==> src/hw/rtl/sfr_pkg.sv <==
// Package for the serial frame receiver: shared constants, register
// indexes and the command/status structs between controller and datapath.
// No dependencies.
package sfr_pkg;

  // Configuration register indexes
  localparam logic [1:0] REG_BASIC_START = 2'd0;
  localparam logic [1:0] REG_EXT_START   = 2'd1;
  localparam logic [1:0] REG_PATTERN_TYPE = 2'd2;
  localparam logic [1:0] REG_TIMEOUT     = 2'd3;

  localparam int CFG_INDEX_W = 2;
  localparam int CFG_DATA_W  = 16;

  // Result kinds
  localparam logic RES_BASIC   = 1'b0;
  localparam logic RES_PATTERN = 1'b1;

  // Input item kinds
  localparam logic KIND_BYTE = 1'b0;
  localparam logic KIND_TICK = 1'b1;

  localparam int ROW_LIMIT = 16;

  // Controller to datapath
  typedef struct packed {
    logic accept;        // input channel open
    logic ld_basic_first;
    logic ld_ext_first;
    logic shift_basic;
    logic hdr_byte;
    logic pay_byte;
    logic tick;          // count one timeout tick
    logic clr_count;     // clear byte count and tick count
    logic out_basic;     // load basic packet into output register
    logic rd_lo;         // read address selects low byte of row
    logic latch_hi;
    logic out_row;       // load pattern row into output register
    logic row_clr;
    logic row_inc;
  } sfr_cmd_t;

  // Datapath to controller
  typedef struct packed {
    logic in_fire;
    logic is_tick;
    logic match_basic;
    logic match_ext;
    logic cnt_is4;
    logic len_over;
    logic len_zero;
    logic pay_last;
    logic check_ok;
    logic timeout_hit;
    logic slot_free;
    logic row_is_last;
  } sfr_stat_t;

endpackage

==> src/hw/rtl/serial_frame_receiver_unit.sv <==
// Serial frame receiver, top level: joins the controller and the datapath.
// Depends on sfr_pkg, sfr_ctrl, sfr_datapath (and through it sfr_ram).
//
// Usage:
//   Input channel (in_valid/in_stall): one request per received byte
//   (in_kind 0, in_rx_byte) or per time tick (in_kind 1). Bytes outside a
//   frame that match neither start code are dropped.
//   Result channel (out_valid/out_stall): a raw five-byte basic packet, or
//   one row per track of a valid pattern frame, the last row flagged.
//   Configuration: cfg_we with cfg_index/cfg_wdata writes one register
//   (basic start, extended start, pattern type, timeout ticks); write it
//   only while no frame is in progress and no result is pending.
// Timing:
//   An input request that causes no result leaves the input open, and the
//   next one is taken in the following cycle. The fifth basic byte closes
//   the input while the packet waits to move into the output register.
//   A good pattern checksum starts a row burst: each row steps through
//   ROW_HI, ROW_LO and ROW_OUT (two reads of the single-port payload store
//   plus output load), and the input stays closed until the last row loads.
//   While out_stall is high, the output register holds its result; input
//   is still taken until another result needs that register.
// Reset (rst_n low, synchronous): registers return to their defaults
//   (timeout 5 ticks, codes 0), the parser hunts, the output is empty.
//   The payload store needs no clearing pass.
module serial_frame_receiver_unit
  import sfr_pkg::*;
#(
  parameter int MAX_PAYLOAD   = 64,
  parameter int PATTERN_BYTES = 32,
  parameter int TRACK_COUNT   = 16
) (
  input  logic                   clk,
  input  logic                   rst_n,
  // input requests
  input  logic                   in_valid,
  output logic                   in_stall,
  input  logic                   in_kind,
  input  logic [7:0]             in_rx_byte,
  // results
  output logic                   out_valid,
  input  logic                   out_stall,
  output logic                   out_result_kind,
  output logic [39:0]            out_basic_raw,
  output logic [7:0]             out_pattern_id,
  output logic [3:0]             out_track_index,
  output logic [15:0]            out_step_mask,
  output logic                   out_last_row,
  // configuration writes
  input  logic                   cfg_we,
  input  logic [CFG_INDEX_W-1:0] cfg_index,
  input  logic [CFG_DATA_W-1:0]  cfg_wdata
);

  sfr_cmd_t  cmd;
  sfr_stat_t stat;

  // the controller opens the input in every parsing state, closes it while
  // a result moves out
  assign in_stall = !cmd.accept;

  sfr_ctrl u_ctrl (
    .clk   (clk),
    .rst_n (rst_n),
    .stat  (stat),
    .cmd   (cmd)
  );

  sfr_datapath #(
    .MAX_PAYLOAD   (MAX_PAYLOAD),
    .PATTERN_BYTES (PATTERN_BYTES),
    .TRACK_COUNT   (TRACK_COUNT)
  ) u_dp (
    .clk             (clk),
    .rst_n           (rst_n),
    .cmd             (cmd),
    .stat            (stat),
    .cfg_we          (cfg_we),
    .cfg_index       (cfg_index),
    .cfg_wdata       (cfg_wdata),
    .in_valid        (in_valid),
    .in_kind         (in_kind),
    .in_rx_byte      (in_rx_byte),
    .out_valid       (out_valid),
    .out_stall       (out_stall),
    .out_result_kind (out_result_kind),
    .out_basic_raw   (out_basic_raw),
    .out_pattern_id  (out_pattern_id),
    .out_track_index (out_track_index),
    .out_step_mask   (out_step_mask),
    .out_last_row    (out_last_row)
  );

endmodule

==> src/hw/rtl/sfr_ram.sv <==
// Generic single-port-write, single-port-read RAM with registered read.
// No dependencies.
module sfr_ram #(
  parameter int WIDTH = 8,
  parameter int DEPTH = 32,
  localparam int AW = (DEPTH > 1) ? $clog2(DEPTH) : 1
) (
  input  logic             clk,
  input  logic             we,
  input  logic [AW-1:0]    waddr,
  input  logic [WIDTH-1:0] wdata,
  input  logic [AW-1:0]    raddr,
  output logic [WIDTH-1:0] rdata
);

  logic [WIDTH-1:0] mem [DEPTH];
  logic [WIDTH-1:0] rdata_r;

  always_ff @(posedge clk) begin
    if (we) begin
      mem[waddr] <= wdata;
    end
    rdata_r <= mem[raddr];
  end

  assign rdata = rdata_r;

endmodule

==> src/hw/rtl/sfr_ctrl.sv <==
// Controller state machine of the serial frame receiver.
// Depends on sfr_pkg (command and status structs).
module sfr_ctrl
  import sfr_pkg::*;
(
  input  logic      clk,
  input  logic      rst_n,
  input  sfr_stat_t stat,
  output sfr_cmd_t  cmd
);

  localparam logic [3:0] ST_HUNT    = 4'd0;
  localparam logic [3:0] ST_BASIC   = 4'd1;
  localparam logic [3:0] ST_HEADER  = 4'd2;
  localparam logic [3:0] ST_PAYLOAD = 4'd3;
  localparam logic [3:0] ST_CHECK   = 4'd4;
  localparam logic [3:0] ST_EMIT_B  = 4'd5;
  localparam logic [3:0] ST_ROW_HI  = 4'd6;
  localparam logic [3:0] ST_ROW_LO  = 4'd7;
  localparam logic [3:0] ST_ROW_OUT = 4'd8;

  logic [3:0] state_r;
  logic [3:0] state_nxt;
  logic       byte_in;
  logic       tick_in;

  assign byte_in = stat.in_fire && !stat.is_tick;
  assign tick_in = stat.in_fire && stat.is_tick;

  always_comb begin
    state_nxt = state_r;
    cmd       = '0;
    unique case (state_r)
      ST_HUNT: begin
        cmd.accept = 1'b1;
        if (byte_in && stat.match_basic) begin
          cmd.ld_basic_first = 1'b1;
          state_nxt = ST_BASIC;
        end else if (byte_in && stat.match_ext) begin
          cmd.ld_ext_first = 1'b1;
          state_nxt = ST_HEADER;
        end
      end
      ST_BASIC: begin
        cmd.accept = 1'b1;
        if (byte_in) begin
          cmd.shift_basic = 1'b1;
          if (stat.cnt_is4) begin
            cmd.clr_count = 1'b1;
            state_nxt = ST_EMIT_B;
          end
        end
      end
      ST_HEADER: begin
        cmd.accept = 1'b1;
        if (byte_in) begin
          cmd.hdr_byte = 1'b1;
          if (stat.cnt_is4) begin
            cmd.clr_count = 1'b1;
            if (stat.len_over) begin
              state_nxt = ST_HUNT;
            end else if (stat.len_zero) begin
              state_nxt = ST_CHECK;
            end else begin
              state_nxt = ST_PAYLOAD;
            end
          end
        end
      end
      ST_PAYLOAD: begin
        cmd.accept = 1'b1;
        if (tick_in) begin
          cmd.tick = 1'b1;
          if (stat.timeout_hit) begin
            cmd.clr_count = 1'b1;
            state_nxt = ST_HUNT;
          end
        end else if (byte_in) begin
          cmd.pay_byte = 1'b1;
          if (stat.pay_last) begin
            state_nxt = ST_CHECK;
          end
        end
      end
      ST_CHECK: begin
        cmd.accept = 1'b1;
        if (tick_in) begin
          cmd.tick = 1'b1;
          if (stat.timeout_hit) begin
            cmd.clr_count = 1'b1;
            state_nxt = ST_HUNT;
          end
        end else if (byte_in) begin
          cmd.clr_count = 1'b1;
          if (stat.check_ok) begin
            cmd.row_clr = 1'b1;
            state_nxt = ST_ROW_HI;
          end else begin
            state_nxt = ST_HUNT;
          end
        end
      end
      ST_EMIT_B: begin
        if (stat.slot_free) begin
          cmd.out_basic = 1'b1;
          state_nxt = ST_HUNT;
        end
      end
      ST_ROW_HI: begin
        state_nxt = ST_ROW_LO;
      end
      ST_ROW_LO: begin
        cmd.rd_lo    = 1'b1;
        cmd.latch_hi = 1'b1;
        state_nxt = ST_ROW_OUT;
      end
      ST_ROW_OUT: begin
        // hold the low-byte address so the read data stays put while stalled
        cmd.rd_lo = 1'b1;
        if (stat.slot_free) begin
          cmd.out_row = 1'b1;
          if (stat.row_is_last) begin
            state_nxt = ST_HUNT;
          end else begin
            cmd.row_inc = 1'b1;
            state_nxt = ST_ROW_HI;
          end
        end
      end
      default: begin
        state_nxt = ST_HUNT;
      end
    endcase
  end

  always_ff @(posedge clk) begin
    if (!rst_n) begin
      state_r <= ST_HUNT;
    end else begin
      state_r <= state_nxt;
    end
  end

endmodule

==> src/hw/rtl/sfr_datapath.sv <==
// Datapath of the serial frame receiver: configuration registers, frame
// counters, checksum, payload store and the output register.
// Depends on sfr_pkg and sfr_ram.
module sfr_datapath
  import sfr_pkg::*;
#(
  parameter int MAX_PAYLOAD   = 64,
  parameter int PATTERN_BYTES = 32,
  parameter int TRACK_COUNT   = 16
) (
  input  logic                   clk,
  input  logic                   rst_n,
  input  sfr_cmd_t               cmd,
  output sfr_stat_t              stat,
  input  logic                   cfg_we,
  input  logic [CFG_INDEX_W-1:0] cfg_index,
  input  logic [CFG_DATA_W-1:0]  cfg_wdata,
  input  logic                   in_valid,
  input  logic                   in_kind,
  input  logic [7:0]             in_rx_byte,
  output logic                   out_valid,
  input  logic                   out_stall,
  output logic                   out_result_kind,
  output logic [39:0]            out_basic_raw,
  output logic [7:0]             out_pattern_id,
  output logic [3:0]             out_track_index,
  output logic [15:0]            out_step_mask,
  output logic                   out_last_row
);

  localparam int CNT_LOG = $clog2(MAX_PAYLOAD + 1);
  localparam int CNT_W   = (CNT_LOG > 3) ? CNT_LOG : 3;
  localparam int AW      = $clog2(PATTERN_BYTES);
  localparam int ROWS    = (TRACK_COUNT < ROW_LIMIT) ? TRACK_COUNT : ROW_LIMIT;

  // configuration
  logic [7:0]  basic_code_r, ext_code_r, pat_code_r;
  logic [15:0] timeout_r;

  // frame state
  logic [CNT_W-1:0] byte_count_r, byte_count_nxt;
  logic [7:0]       frame_type_r, frame_type_nxt;
  logic [7:0]       frame_id_r, frame_id_nxt;
  logic [15:0]      frame_len_r, frame_len_nxt;
  logic [7:0]       sum_r, sum_nxt;
  logic [39:0]      basic_r, basic_nxt;
  logic [15:0]      wait_r, wait_nxt, wait_inc;
  logic [3:0]       row_r, row_nxt;
  logic [7:0]       hi_r;

  // output register
  logic        out_valid_r, out_valid_nxt;
  logic        out_kind_r;
  logic [39:0] out_raw_r;
  logic [7:0]  out_id_r;
  logic [3:0]  out_track_r;
  logic [15:0] out_mask_r;
  logic        out_last_r;

  logic          in_fire;
  logic [15:0]   len_full;
  logic [5:0]    row_byte;
  logic          row_has_data;
  logic          ram_we;
  logic [7:0]    ram_rdata;
  logic [AW-1:0] ram_raddr;

  assign in_fire  = in_valid && cmd.accept;
  assign len_full = {frame_len_r[15:8], in_rx_byte};
  assign wait_inc = (wait_r == 16'hFFFF) ? wait_r : wait_r + 16'd1;

  assign stat.in_fire     = in_fire;
  assign stat.is_tick     = (in_kind == KIND_TICK);
  assign stat.match_basic = (in_rx_byte == basic_code_r);
  assign stat.match_ext   = (in_rx_byte == ext_code_r);
  assign stat.cnt_is4     = (byte_count_r == CNT_W'(4));
  assign stat.len_over    = (17'(len_full) > 17'(MAX_PAYLOAD));
  assign stat.len_zero    = (len_full == 16'd0);
  assign stat.pay_last    = ((17'(byte_count_r) + 17'd1) >= 17'(frame_len_r));
  assign stat.check_ok    = (in_rx_byte == sum_r) && (frame_type_r == pat_code_r) &&
                            (17'(frame_len_r) == 17'(PATTERN_BYTES));
  assign stat.timeout_hit = (wait_inc >= timeout_r);
  assign stat.slot_free   = !out_valid_r || !out_stall;
  assign stat.row_is_last = (row_r == 4'(ROWS - 1));

  // configuration writes
  always_ff @(posedge clk) begin
    if (!rst_n) begin
      basic_code_r <= 8'd0;
      ext_code_r   <= 8'd0;
      pat_code_r   <= 8'd0;
      timeout_r    <= 16'd5;
    end else if (cfg_we) begin
      unique case (cfg_index)
        REG_BASIC_START:  basic_code_r <= cfg_wdata[7:0];
        REG_EXT_START:    ext_code_r   <= cfg_wdata[7:0];
        REG_PATTERN_TYPE: pat_code_r   <= cfg_wdata[7:0];
        REG_TIMEOUT:      timeout_r    <= cfg_wdata;
        default: ;
      endcase
    end
  end

  // frame state update
  always_comb begin
    byte_count_nxt = byte_count_r;
    frame_type_nxt = frame_type_r;
    frame_id_nxt   = frame_id_r;
    frame_len_nxt  = frame_len_r;
    sum_nxt        = sum_r;
    basic_nxt      = basic_r;
    wait_nxt       = wait_r;

    if (cmd.ld_basic_first) begin
      basic_nxt = {32'd0, in_rx_byte};
    end
    if (cmd.shift_basic) begin
      basic_nxt = {basic_r[31:0], in_rx_byte};
    end
    if (cmd.ld_ext_first) begin
      sum_nxt = in_rx_byte;
    end
    if (cmd.hdr_byte || cmd.pay_byte) begin
      sum_nxt = sum_r + in_rx_byte;
    end
    if (cmd.hdr_byte) begin
      priority case (byte_count_r)
        CNT_W'(1): frame_type_nxt = in_rx_byte;
        CNT_W'(2): frame_id_nxt   = in_rx_byte;
        CNT_W'(3): frame_len_nxt  = {in_rx_byte, 8'd0};
        default:   frame_len_nxt  = len_full;
      endcase
    end
    if (cmd.tick) begin
      wait_nxt = wait_inc;
    end

    if (cmd.clr_count) begin
      byte_count_nxt = '0;
      wait_nxt       = 16'd0;
    end else if (cmd.ld_basic_first || cmd.ld_ext_first) begin
      byte_count_nxt = CNT_W'(1);
    end else if (cmd.shift_basic || cmd.hdr_byte || cmd.pay_byte) begin
      byte_count_nxt = byte_count_r + CNT_W'(1);
    end
  end

  always_ff @(posedge clk) begin
    if (!rst_n) begin
      byte_count_r <= '0;
      frame_type_r <= 8'd0;
      frame_id_r   <= 8'd0;
      frame_len_r  <= 16'd0;
      sum_r        <= 8'd0;
      basic_r      <= 40'd0;
      wait_r       <= 16'd0;
    end else begin
      byte_count_r <= byte_count_nxt;
      frame_type_r <= frame_type_nxt;
      frame_id_r   <= frame_id_nxt;
      frame_len_r  <= frame_len_nxt;
      sum_r        <= sum_nxt;
      basic_r      <= basic_nxt;
      wait_r       <= wait_nxt;
    end
  end

  // payload store: bytes past the pattern size are summed, not stored
  assign ram_we = cmd.pay_byte && (17'(byte_count_r) < 17'(PATTERN_BYTES));

  assign row_byte     = {1'b0, row_r, cmd.rd_lo};
  assign ram_raddr    = AW'(row_byte);
  assign row_has_data = (7'({row_r, 1'b1}) < 7'(PATTERN_BYTES));

  sfr_ram #(
    .WIDTH (8),
    .DEPTH (PATTERN_BYTES)
  ) u_store (
    .clk   (clk),
    .we    (ram_we),
    .waddr (AW'(byte_count_r)),
    .wdata (in_rx_byte),
    .raddr (ram_raddr),
    .rdata (ram_rdata)
  );

  always_comb begin
    row_nxt = row_r;
    if (cmd.row_clr) begin
      row_nxt = 4'd0;
    end else if (cmd.row_inc) begin
      row_nxt = row_r + 4'd1;
    end
  end

  always_ff @(posedge clk) begin
    if (!rst_n) begin
      row_r <= 4'd0;
    end else begin
      row_r <= row_nxt;
    end
    if (cmd.latch_hi) begin
      hi_r <= ram_rdata;
    end
  end

  // output register
  always_comb begin
    out_valid_nxt = out_valid_r;
    if (cmd.out_basic || cmd.out_row) begin
      out_valid_nxt = 1'b1;
    end else if (!out_stall) begin
      out_valid_nxt = 1'b0;
    end
  end

  always_ff @(posedge clk) begin
    if (!rst_n) begin
      out_valid_r <= 1'b0;
    end else begin
      out_valid_r <= out_valid_nxt;
    end
    if (cmd.out_basic) begin
      out_kind_r  <= RES_BASIC;
      out_raw_r   <= basic_r;
      out_id_r    <= 8'd0;
      out_track_r <= 4'd0;
      out_mask_r  <= 16'd0;
      out_last_r  <= 1'b1;
    end else if (cmd.out_row) begin
      out_kind_r  <= RES_PATTERN;
      out_raw_r   <= 40'd0;
      out_id_r    <= frame_id_r;
      out_track_r <= row_r;
      out_mask_r  <= row_has_data ? {hi_r, ram_rdata} : 16'd0;
      out_last_r  <= stat.row_is_last;
    end
  end

  assign out_valid       = out_valid_r;
  assign out_result_kind = out_kind_r;
  assign out_basic_raw   = out_raw_r;
  assign out_pattern_id  = out_id_r;
  assign out_track_index = out_track_r;
  assign out_step_mask   = out_mask_r;
  assign out_last_row    = out_last_r;

`ifndef SYNTHESIS
  a_no_overwrite: assert property (@(posedge clk) disable iff (!rst_n)
    (cmd.out_basic || cmd.out_row) |-> !(out_valid_r && out_stall))
    else $error("result loaded over a request still waiting");

  a_last_row_pos: assert property (@(posedge clk) disable iff (!rst_n)
    (out_valid_r && out_kind_r == RES_PATTERN) |->
      (out_last_r == (out_track_r == 4'(ROWS - 1))))
    else $error("last row flag does not match track index");

  a_basic_shape: assert property (@(posedge clk) disable iff (!rst_n)
    (out_valid_r && out_kind_r == RES_BASIC) |->
      (out_last_r && out_track_r == 4'd0 && out_mask_r == 16'd0 && out_id_r == 8'd0))
    else $error("basic result carries pattern fields");

  a_emit_closed: assert property (@(posedge clk) disable iff (!rst_n)
    (cmd.out_row || cmd.latch_hi) |-> !cmd.accept)
    else $error("input accepted during pattern row output");
`endif

endmodule

==> config.mk <==
export PLATFORM = sky130hd
export DESIGN_NAME = serial_frame_receiver_unit
export DESIGN_NICKNAME = d
export VERILOG_FILES = /design/src/hw/rtl/sfr_pkg.sv /design/src/hw/rtl/serial_frame_receiver_unit.sv /design/src/hw/rtl/sfr_ram.sv /design/src/hw/rtl/sfr_ctrl.sv /design/src/hw/rtl/sfr_datapath.sv
export SDC_FILE = /design/constraint.sdc
export NUM_CORES = 1
export LEC_CHECK = 0
export ABC_AREA = 1
export BUFFER_PORTS_ARGS = -buffer_cell sky130_fd_sc_hd__buf_2
export CAP_MARGIN = 40
export CORE_MARGIN = 5
export CORE_UTILIZATION = 50
export CTS_CLUSTER_DIAMETER = 40
export CTS_CLUSTER_SIZE = 40
export DETAILED_ROUTE_END_ITERATION = 12
export GPL_TIMING_DRIVEN = 0
export PLACE_DENSITY = 0.7
export SYNTH_ARGS = -nofsm -noshare
export SYNTH_HDL_FRONTEND = slang
export SYNTH_SLANG_ARGS = --single-unit
==> constraint.sdc <==
create_clock -name clk -period 3.1 [get_ports clk]
set_input_delay 0.62 -clock clk [delete_from_list [all_inputs] [get_ports clk]]
set_output_delay 0.62 -clock clk [all_outputs]
set_load 0.005 [all_outputs]
# == Word-level counts from Yosys, hierarchy flattened ==
# Memories as Yosys holds them, arrays and structs flattened. A register that Yosys moved wholly into a read port is not among the register bits.
# Index checks and enable logic that the tools add are counted.
# word_totals
register_bits,230
mem_bits_rw,256
inputBits,32
out_inout_bits,72
wordCells,172
memories,1
# classes
add_sub_neg,5
magnitude_cmp,4
eq_ne,33
mux,63
n_bitwise,2
reduce_logical,41
# memory_table
name,depth,width,read_ports,rd_clocked_by_memory_dff,wr,line,rtl
u_dp.u_store.mem,32,8,1,1,1,sfr_ram.sv:16,logic [WIDTH-1:0] mem [DEPTH];
# ops
op,n
$mux 40,4
$mux 4,14
$pmux 4 s9,1
$eq 8x8->1,4
$mux 1,32
$pmux 16 s2,1
$ge 17x16->1,1
$add 16x1->16 const B,1
$eq 16x16->1 const B,1
$eq 16x6->1 const B,1
$eq 4x3->1 const B,4
$ge 16x16->1,1
$gt 16x7->1 const B,1
$logic_not 16->1,1
$mux 16,1
$mux 8,2
$eq 7x2->1 const B,2
$reduce_and 2->1,7
$mux 3,4
$reduce_and 10->1,1
$reduce_or 2->1,5
$ne 3x1->1 const B,3
$add 7x1->8 const B,1
$add 8x8->8,1
26 further kinds,54

# == Depth between registers and ports, before layout ==
# depth
ltp_word,11
ltp_mapped,24
ltp_nobuf,24

# == Cells and area by module ==
# A second synthesis with hierarchy kept.
# unflattened
hier_cells,2269
area_unflattened_um2,21333.0
# by_module_without_submodules
mod,instances,cells_each,area_per_inst_um2,seq_area_each_um2
sfr_ram,1,922,10786.6,7847.5
sfr_datapath,1,1237,9973.3,5004.8
sfr_ctrl,1,109,569.3,80.1
serial_frame_receiver_unit,1,1,3.8,0.0

# == Worst setup path before layout ==
# No wires, ideal clock.
# synth_timing
path_kind,reg-to-reg
start,register u_dp.wait_r[0]
end,register u_dp.byte_count_r[0]
setup_ns,0.070
t_arrival_ns,3.029
t_required_ns,3.030
setup_slack_ns,0.001
stages_incl_launch_ff,22
n_path_buf,1
period_less_slack_ns,3.099
cell_sequence,dfxtp_1 ha_1 nand3_1 nor2_1 nand3b_1 nor2_1 nand2_1 nand2_1 nor2_1 nand2_1 nand2_1 ha_1 nand2_1 inv_1 o21bai_1 a21oi_1 nor2_1 nand2_1 o21ai_0 nand3_2 buf_4 a21oi_1
# synth_via
elab_chain_cells,7
word_cells_on_any_way,9
classes_between,add/sub (1); order compare (1); eq/ne (1); mux (5); reduce/logical (1)
# synth_rtl
item,line,rtl
from (decl),sfr_datapath.sv:47,"logic [15:0] wait_r, wait_nxt, wait_inc;"
from (signal assigned),sfr_datapath.sv:164,wait_r <= wait_nxt;
$add 16x1->16 or $eq 16x16->1 (tied branches),sfr_datapath.sv:70,assign wait_inc = (wait_r == 16'hFFFF) ? wait_r : wait_r + 16'd1;
$mux 16 *,sfr_datapath.sv:70,
net u_dp.wait_inc[9],sfr_datapath.sv:47,
$ge 16x16->1 *,sfr_datapath.sv:82,assign stat.timeout_hit = (wait_inc >= timeout_r);
$mux 1 *,"sfr_ctrl.sv:74, sfr_ctrl.sv:89",
$mux 1 or $mux 2 (tied branches),"sfr_ctrl.sv:87, sfr_ctrl.sv:72",
$pmux 1 s3 *,sfr_ctrl.sv:33,unique case (state_r)
$reduce_or 2->1 (no line) *,n/a,
to (signal assigned),sfr_datapath.sv:158,byte_count_r <= byte_count_nxt;
to (decl),sfr_datapath.sv:41,"logic [CNT_W-1:0] byte_count_r, byte_count_nxt;"
# The timed path passes the listed nets; every way through them passes the cells marked *.
# A chain may end at the register's enable or synchronous reset.

# == Worst setup path in the final report ==
# layout_timing
start,register u_ctrl.state_r[0]
end,memory u_dp.u_store.mem[28][2] (enable)
# layout_via
elab_chain_cells,11
word_cells_on_any_way,16
classes_between,eq/ne (4); mux (6); reduce/logical (6)
# layout_rtl
item,line,rtl
from (decl),sfr_ctrl.sv:22,logic [3:0] state_r;
from (signal assigned),sfr_ctrl.sv:140,state_r <= state_nxt;
"$eq 4x1->1, or another cell as far along",sfr_ctrl.sv:33,
$reduce_or 5->1 (no line),n/a,
$mux 1,sfr_ctrl.sv:33,
$logic_and 1x1->1,sfr_datapath.sv:68,assign in_fire = in_valid && cmd.accept;
$logic_and 1x1->1,sfr_ctrl.sv:27,assign byte_in = stat.in_fire && !stat.is_tick;
$mux 1,sfr_ctrl.sv:78,end else if (byte_in) begin
$mux 1,sfr_ctrl.sv:72,if (tick_in) begin
$mux 1 *,sfr_ctrl.sv:33,
$logic_and 1x1->1 *,sfr_datapath.sv:169,assign ram_we = cmd.pay_byte && (17'(byte_count_r) < 17'(PATTERN_BYTES));
$mux 1 *,sfr_ram.sv:20,if (we) begin
$mux 1 (not written as such) *,sfr_ram.sv:21,mem[waddr] <= wdata;
to (decl),sfr_ram.sv:16,
# Mark *: on every way between the ends. The rest lies on a longest branch, timed or not.

==> flow_metrics.py <==
metrics = {
    "status": {
        "status": "complete, but fails checks",
        "violations": "setup timing",
    },
    "route": {
        "routedWlPerCell_um": 20.0,
        "drt_iter0_drc": 1673,
        "dr.pass1.iters": 8,
        "totalWireLength_um": 59800,
        "vias": 16900,
        "drcViolationCount": 0,
        "ant_nets": 0,
        "avgViaCountPerCell": 5.64,
    },
    "sta": {
        "fin_ws_ns": -0.0495,
        "max_freq_mhz": 318,
        "setup_violations": 18,
        "slew_violations": 0,
        "period_needed_ns": 3.15,
        "rsz0062_at_grt": "true",
        "fin_crit_sh_pct": 102,
        "timing.slew.headroom_pct": 38.0,
        "fin_skew_ns": 0.0393,
        "finalHoldViolations": 0,
        "worst_slew_pin_slew_ns": 0.930,
    },
    "synth": {
        "postSynthCellCount": 2200,
        "yosysWarnings": 0,
        "synth_top_area_share_pct": 43.1,
        "yosysTopAreaCell": "edfxtp_1",
        "synth_edf_count": 304,
        "synthesis.nets": 2270,
        "ys_seq_elements": 494,
        "synth_cell_type_count": 46,
        "synthTopCellsByArea": "edfxtp_1 (43%), dfxtp_1 (18%), o21ai_0 (5.8%)",
        "synthesis.area_um2": 21200,
        "synth.avg_cell_area_um2": 9.62,
        "synth-seq-area-share_pct": 61.1,
        "synth-main-ff-cell": "edfxtp_1",
        "synth_async_sr_flop_share_pct": 0,
    },
    "worst_setup_path": {
        "path_class": "flop to flop",
        "critPathMostFrequentCell": "nand2_2",
        "cp_data_arrival_time_ns": 3.34,
        "slowest_stage": "nor2_1",
        "critical_path.reg2reg.endpoint": "u_dp.u_store.mem[28][2]",
        "worstPathRequired_ns": 3.29,
        "reg2reg_slack_ns": -0.05,
        "worstPathCellList": "buf_4, nor2_2, nand2_2, nand2_2, nand2_2, nor2_8, buf_6, nand4_1, nor2_1",
        "crit_fanout": 10,
        "cp_top_family": "simple AND/OR/NAND/NOR gates",
        "path_buf_inv": 2,
        "rr_worst_depth": 9,
        "r2r-start": "u_ctrl.state_r[0]",
        "slowest_delay_ns": 0.89,
        "end_kind": "flop",
        "cp-start-kind": "flop",
    },
    "floorplan": {
        "ios": 104,
        "fp.coreArea_um2": 41900,
        "die_area_um2": 46600,
        "die_h_um": 216,
        "die_w_um": 216,
        "fp-row-count": 75,
        "start_util_pct": 50.5,
    },
    "global_routing": {
        "grt_pass1_vias": 16500,
        "antenna_found_initial": 0,
        "grt_max_degree": 41,
        "grt_first_pass_wirelength_um": 92300,
        "grt_usage_pct": 25.2,
        "grt-ovfl-total": 0,
    },
    "cts": {
        "cts_tree": "yes",
        "ctsLongestPathBuffers": 3,
        "tritoncts.num_buffers": 66,
        "path_clk_slew_ns": 0.06,
        "clk_latency_ns": 0.60,
        "htree_levels": 3,
        "root_buffer": "clkbuf_16",
        "clock-sinks": 494,
    },
    "job": {
        "cap_viol_max_count": 0,
    },
    "power_and_ir_drop": {
        "power_leakage_uw": 0.00969,
        "peakVddDrop_mv": 0.541,
        "p_total_uw": 15600,
        "p_per_area_nw_per_um2": 617,
    },
    "cells_and_area": {
        "antennaDiodeCount": 0,
        "area_growth_pct": 19.3,
        "drive_gt1_share_pct": 14.9,
        "nets": 2467,
    },
    "min_path": {
        "hp-start": "in_rx_byte[5]",
        "holdCritPathClass": "input pin to flop",
        "min_path_cells": 1,
        "min_to": "u_dp.u_store.mem[19][5]",
    },
    "placed_design": {
        "post-place-ws_ns": -0.812,
        "place_congestion": 0.918,
        "dp_hpwl_um": 41000,
        "port_buffers": 103,
    },
}
==> layout by cell type, fill, tap and decap left out, drive strengths merged, types with 3 or more instances in the layout <==
master,n
buf,165
a211oi,9
bufinv,5
xnor2,7
ha,37
a31oi,4
a21oi,218
or2,3
inv,262
o211ai,67
xor2,22
clkinvlp,5
clkbuf,148
clkinv,22
nand2,270
nand3b,4
nor2,300
nand3,109
dfxtp,190
edfxtp,304
o21ai,254
nor3,17
nand4,18
==> power by group <==
part	total [µW]	switching [µW]	internal [µW]
registers	7050	33.5	7020
logic	633	431	202
clock network	7890	3160	4730
total	15600	3620	11900
==> layer usage <==
layer | up-vias | share of wire [%] | GRT usage, %
li1 | 7921 | - | -
met1 | 8093 | 41 | 34.1
met2 | 711 | 48 | 41.4
met3 | 132 | 7.9 | 4.26
met4 | 0 | 3.4 | 8.83
met5 | - | 0 | 0
==> timing repair <==
item                                    CTS  global route
gates resized for setup                  16            48
endpoints found under the setup margin   26            42
hold buffers                              0             0
hold endpoints to repair                  0             0
gates cloned                              0             0
pin swaps                                 9            21
buffers inserted                         12             7
==> metrics by stage <==
step           hold WS [ns]  instances  setup TNS [ns]  area, µm²  utilization [%]
3_5_place_dp          0.415       2849          -18.36      22500             53.7
3_3_place_gp          0.416       2842          -22.71      22400             53.3
4_1_cts               0.298       2983               0      25000             59.6
6_report              0.313       2990          -0.345      25200             60.2
2_1_floorplan         0.409       2200               0      21200                -
5_1_grt               0.306       2990           -1.85      25200             60.2
==> registers in the layout (all words and copies together) (netlist names), 16 cells and up <==
name                cells
u_dp.out_basic_raw     40
u_dp.basic_r           40
u_dp.wait_r            16
u_dp.frame_len_r       16
u_dp.out_step_mask     16
u_dp.timeout_r         16
u_dp.u_store.mem      256
==> worst max path at each step <==
stage,startpoint,end,slack [ns],depth (start not counted)
6_report,u_ctrl.state_r[0],u_dp.u_store.mem[28][2],-0.05,9
5_1_grt,u_dp.wait_r[0],u_dp.byte_count_r[2],-0.10,19
4_1_cts,u_dp.wait_r[0],u_dp.wait_r[2],0.003,19
3_5_place_dp,u_dp.wait_r[0],u_dp.wait_r[11],-0.81,21
3_3_place_gp,u_dp.wait_r[0],u_dp.wait_r[13],-0.64,18
2_1_floorplan,u_dp.wait_r[0],u_dp.byte_count_r[0],0.001,21
==> final cells by class <==
| type | count | area, µm² |
|---|---|---|
| Buffer | 108 | 487 |
| Clock buffer | 76 | 1790 |
| Clock inverter | 46 | 542 |
| Fill cell | 3465 | 16700 |
| Inverter | 248 | 931 |
| Multi-Input combinational cell | 1350 | 7070 |
| Sequential cell | 494 | 12900 |
| Tap cell | 539 | 674 |
| Timing Repair Buffer | 129 | 813 |
==> worst register-to-register path, cell delays in order, from the launching register on <==
cell,delay (ns)
dfxtp_1,0.30
buf_4,0.16
nor2_2,0.14
nand2_2,0.11
nand2_2,0.10
nand2_2,0.09
nor2_8,0.18
buf_6,0.20
nand4_1,0.59
nor2_1,0.90
==> Yosys cell counts (2+ instances only) <==
cell type,count
nand3_1,108
edfxtp_1,304
nor2_2,6
nor3_1,15
o22ai_1,2
buf_4,6
o21ai_1,6
nand4_1,17
or2_2,3
xnor2_1,7
nand2_4,2
o21bai_1,2
nand2_2,8
nand3b_1,4
o211ai_1,67
xor2_1,22
o21ai_0,247
clkinv_1,6
a211oi_1,9
a21oi_1,217
a31oi_1,4
ha_1,37
buf_2,26
nor2_4,2
nor2_1,291
inv_2,9
clkbuf_1,72
nand2_1,260
dfxtp_1,190
buf_6,3
inv_1,233
==> cells by family after synthesis <==
logic type	after synthesis	synth area share, %
AOI/OAI and AO/OA	558	14.2
and+or+nand+nor	725	14.6
buffers and inverters	356	6.68
adders and majority gates	38	2.28
xor gates and xnor gates	29	1.20
DFF	494	61.1
No activity file was read; power rests on OpenSTA's default activity.
